[config.mk]
export PLATFORM = sky130hd
export DESIGN_NAME = bb3_round_div
export DESIGN_NICKNAME = d
export VERILOG_FILES = /design/src/bb3_pkg.sv /design/src/bb3_round_div.sv
export SDC_FILE = /design/constraint.sdc
export NUM_CORES = 1
export LEC_CHECK = 0
export BUFFER_PORTS_ARGS = -buffer_cell sky130_fd_sc_hd__buf_2
export CORE_ASPECT_RATIO = 0.75
export CORE_UTILIZATION = 64
export DETAILED_ROUTE_END_ITERATION = 8
export PLACE_DENSITY = 0.82
export SLEW_MARGIN = 5
export SYNTH_ARGS = -nofsm -noshare
export SYNTH_HDL_FRONTEND = slang
export SYNTH_SLANG_ARGS = --single-unit
export TNS_END_PERCENT = 20
[constraint.sdc]
create_clock -name vclk -period 25.2
set_input_delay 5.04 -clock vclk [all_inputs]
set_output_delay 5.04 -clock vclk [all_outputs]
set_load 0.03 [all_outputs]
[src/bb3_pkg.sv]
package bb3_pkg;

    localparam int PIX_W      = 24;
    localparam int CH_W       = 8;
    localparam int SUM_W      = 12;
    localparam int CFG_IDX_W  = 2;
    localparam int CFG_DATA_W = 11;

    localparam logic [CFG_IDX_W-1:0] REG_FRAME_WIDTH  = 2'd0;
    localparam logic [CFG_IDX_W-1:0] REG_FRAME_HEIGHT = 2'd1;

    typedef logic [PIX_W-1:0] pix_t;

    typedef struct packed {
        logic            op;
        logic [CH_W-1:0] in_red;
        logic [CH_W-1:0] in_green;
        logic [CH_W-1:0] in_blue;
    } pix_word_t;

    typedef struct packed {
        logic [CH_W-1:0] out_red;
        logic [CH_W-1:0] out_green;
        logic [CH_W-1:0] out_blue;
        logic            frame_end;
    } res_word_t;

    // one line-store entry: two rows of the same column
    typedef struct packed {
        pix_t upper;
        pix_t middle;
    } line_t;

    typedef enum logic [1:0] {
        DIV_BY_4,
        DIV_BY_6,
        DIV_BY_9
    } div_sel_t;

endpackage

[src/bb3_round_div.sv]
module bb3_round_div (
    input  logic [bb3_pkg::SUM_W-1:0] sum,
    input  bb3_pkg::div_sel_t         sel,
    output logic [bb3_pkg::CH_W-1:0]  mean
);
    import bb3_pkg::*;

    // reciprocals scaled by 2^16, exact for every sum below 2^15
    localparam int RECIP_SHIFT = 16;
    localparam int RECIP_W     = 14;
    localparam logic [RECIP_W-1:0] RECIP_6 = 14'd10923;
    localparam logic [RECIP_W-1:0] RECIP_9 = 14'd7282;

    logic [SUM_W-1:0]         biased;
    logic [SUM_W+RECIP_W-1:0] prod;

    always_comb
    begin
        biased = sum;
        prod   = '0;
        mean   = '0;
        unique case (sel)
            DIV_BY_6:
            begin
                biased = sum + SUM_W'(3);
                prod   = (SUM_W+RECIP_W)'(biased) * (SUM_W+RECIP_W)'(RECIP_6);
                mean   = prod[RECIP_SHIFT +: CH_W];
            end
            DIV_BY_9:
            begin
                biased = sum + SUM_W'(4);
                prod   = (SUM_W+RECIP_W)'(biased) * (SUM_W+RECIP_W)'(RECIP_9);
                mean   = prod[RECIP_SHIFT +: CH_W];
            end
            default:
            begin
                biased = sum + SUM_W'(2);
                mean   = biased[2 +: CH_W];
            end
        endcase
    end

endmodule

==> impl_metrics.json <==
{
  "ant_nets": 0,
  "vias_per_cell": 5.751,
  "synthCells": 589,
  "crit_cells": 24,
  "fin_crit_ps": 16390,
  "cp.buffers_inverters": 6,
  "drc": 0,
  "setup_tns_ps": 0,
  "finalSetupViolations": 0,
  "seq_cell_count": 0,
  "critPathLaunch": "sum[2]",
  "maxSlewViolCount": 0,
  "gr-usage-all-layers_pct": 30.30,
  "regArea_sq_um": 0,
  "tightestPinTransition_ps": 635.4,
  "drt_wl_total_um": 11520,
  "rows": 27,
  "drt_pre_antenna_iters": 5,
  "num_io_pins": 22,
  "vias": 4037,
  "mostFrequentLayoutCells": "inv_1 (156), ha_1 (136), fa_1 (69)",
  "fillers": 587,
  "grt_remaining_overflow": 0,
  "critPathRequiredTime_ps": 20160,
  "drive_above_1_share_pct": 4.659,
  "hold_buffers": 0,
  "crit_end": "mean[1]",
  "max_stage_delay_ps": 560,
  "layout_commonest_cell": "inv_1",
  "cts_setup_buffers": 0,
  "critPathMaxFanout": 13,
  "path_cells": "buf_2, ha_1, a21oi_1, or3_1, nor2_1, xor2_1, ha_1, inv_1, fa_1, inv_1, fa_1, fa_1, inv_1, fa_1, inv_1, ha_1, nand2_1, nor3_1, o31ai_1, o211ai_1, a21oi_1, or3b_1, a32oi_1, buf_2",
  "period_share_pct": 65.03,
  "critPathCaptureType": "output port",
  "drt_iter0_markers": 206,
  "initial_core_util_pct": 67.94,
  "critPathKind": "in2out",
  "syn2layout_area_growth_pct": 3.870,
  "slew_headroom_pct": 57.33,
  "antenna_found_initial": 0,
  "port_buffers": 22,
  "status": "completed",
  "clock_buffers": 0,
  "seq_area_frac_synth_pct": 0,
  "rsz0062_at_grt": "false",
  "wl_per_cell_um": 16.42,
  "final_nets": 822,
  "die_width_um": 105.5,
  "cts_resized": 0,
  "grt_pass1_vias": 4287,
  "min_path_type": "in2out",
  "syn_area_sq_um": 5141,
  "max_clock_freq_ghz": 0.06102,
  "grt_pass1_wl_um": 20070,
  "core-area_sq_um": 7567,
  "ys_types": 55,
  "cp_top_family": "adder cells",
  "dp_hpwl_um": 10480,
  "start_kind": "primary input",
  "slowest_stage": "fa_1",
  "antenna_cells": 0,
  "grt_start_max_net_pins": 14,
  "routabilityCongestion": 0.8735,
  "min_from": "sum[5]",
  "avgSynthCellArea_sq_um": 8.729,
  "finalHoldViolCount": 0,
  "die_area_sq_um": 8399,
  "ys_warn_count": 0,
  "synth_nets": 808,
  "hold_path_depth": 5,
  "fp.dieH_um": 79.62,
  "crit_arrival_ps": 11350,
  "maxCapViolCount": 0
}
-- metal layers --
metal	wire length [um]	vias to the layer above	global-route usage, %
met5	0	-	0
met1	5382	1920	42.74
met4	84	0	2.917
li1	-	1940	-
met3	868	14	4.490
met2	5189	163	51.32
-- per-stage QoR --
step                      std cells  util (%)  worst slack (ps)  cell area (sq um)  hold WS (ps)
final                           702     70.57              8812               5340         10760
after global placement          702     70.57              9119               5340         10720
after floorplan                 589         -              9573               5141         10450
after global routing            702     70.57              8423               5340         10790
after CTS                       702     70.57              8870               5340         10730
after detailed placement        702     70.57              8904               5340         10730
-- worst min path at each step --
| stage | to | slack (ps) |
|---|---|---|
| floorplan | mean[2] | 10450 |
| global placement | mean[1] | 10720 |
| detailed placement | mean[1] | 10730 |
| CTS | mean[1] | 10730 |
| global route | mean[3] | 10790 |
| finish | mean[3] | 10760 |
-- cell families (layout without fill, tap and decap cells) --
kind of cell | after synthesis | after routing | share of synthesized area [%]
compound gates | 73 | 73 | 10.03
xor+xnor | 43 | 43 | 7.325
fa+ha+maj | 205 | 205 | 59.97
buf+inv | 166 | 178 | 12.12
mux | 4 | 4 | 0.7788
simple gates | 98 | 98 | 9.784
-- layout make-up --
cell class | count | area [sq um] | area share [%]
Inverter | 156 | 585.6 | 10.97
Multi-Input combinational cell | 423 | 4518 | 84.61
Tap cell | 101 | 126.4 | 2.366
Timing Repair Buffer | 22 | 110.1 | 2.062
-- Yosys cell counts (all sizes together), types with 2 or more instances --
master	instances	share of area, %
o21ai	12	1.2
nor3	5	0.49
xnor2	26	4.4
or3	3	0.37
xor2	17	2.9
nand4	6	0.85
a31oi	3	0.37
nand3b	2	0.29
ha	136	33
a21oi	20	2.0
a2111oi	2	0.58
and3	2	0.24
and2	4	0.49
o22ai	2	0.24
fa	69	27
o211ai	4	0.58
mux2i	4	0.78
clkbuf	9	0.66
a211oi	4	0.58
nor2b	4	0.49
nor2	16	1.2
o21a	2	0.29
a221oi	2	0.34
a211o	3	0.51
nand3	12	1.2
a221o	2	0.39
a311oi	2	0.34
nand2	30	2.2
nand2b	5	0.61
inv	156	11
a21o	5	0.73
Power is not shown: default switching activity piles up to over one toggle a cycle in this logic, so the estimate is an artifact.
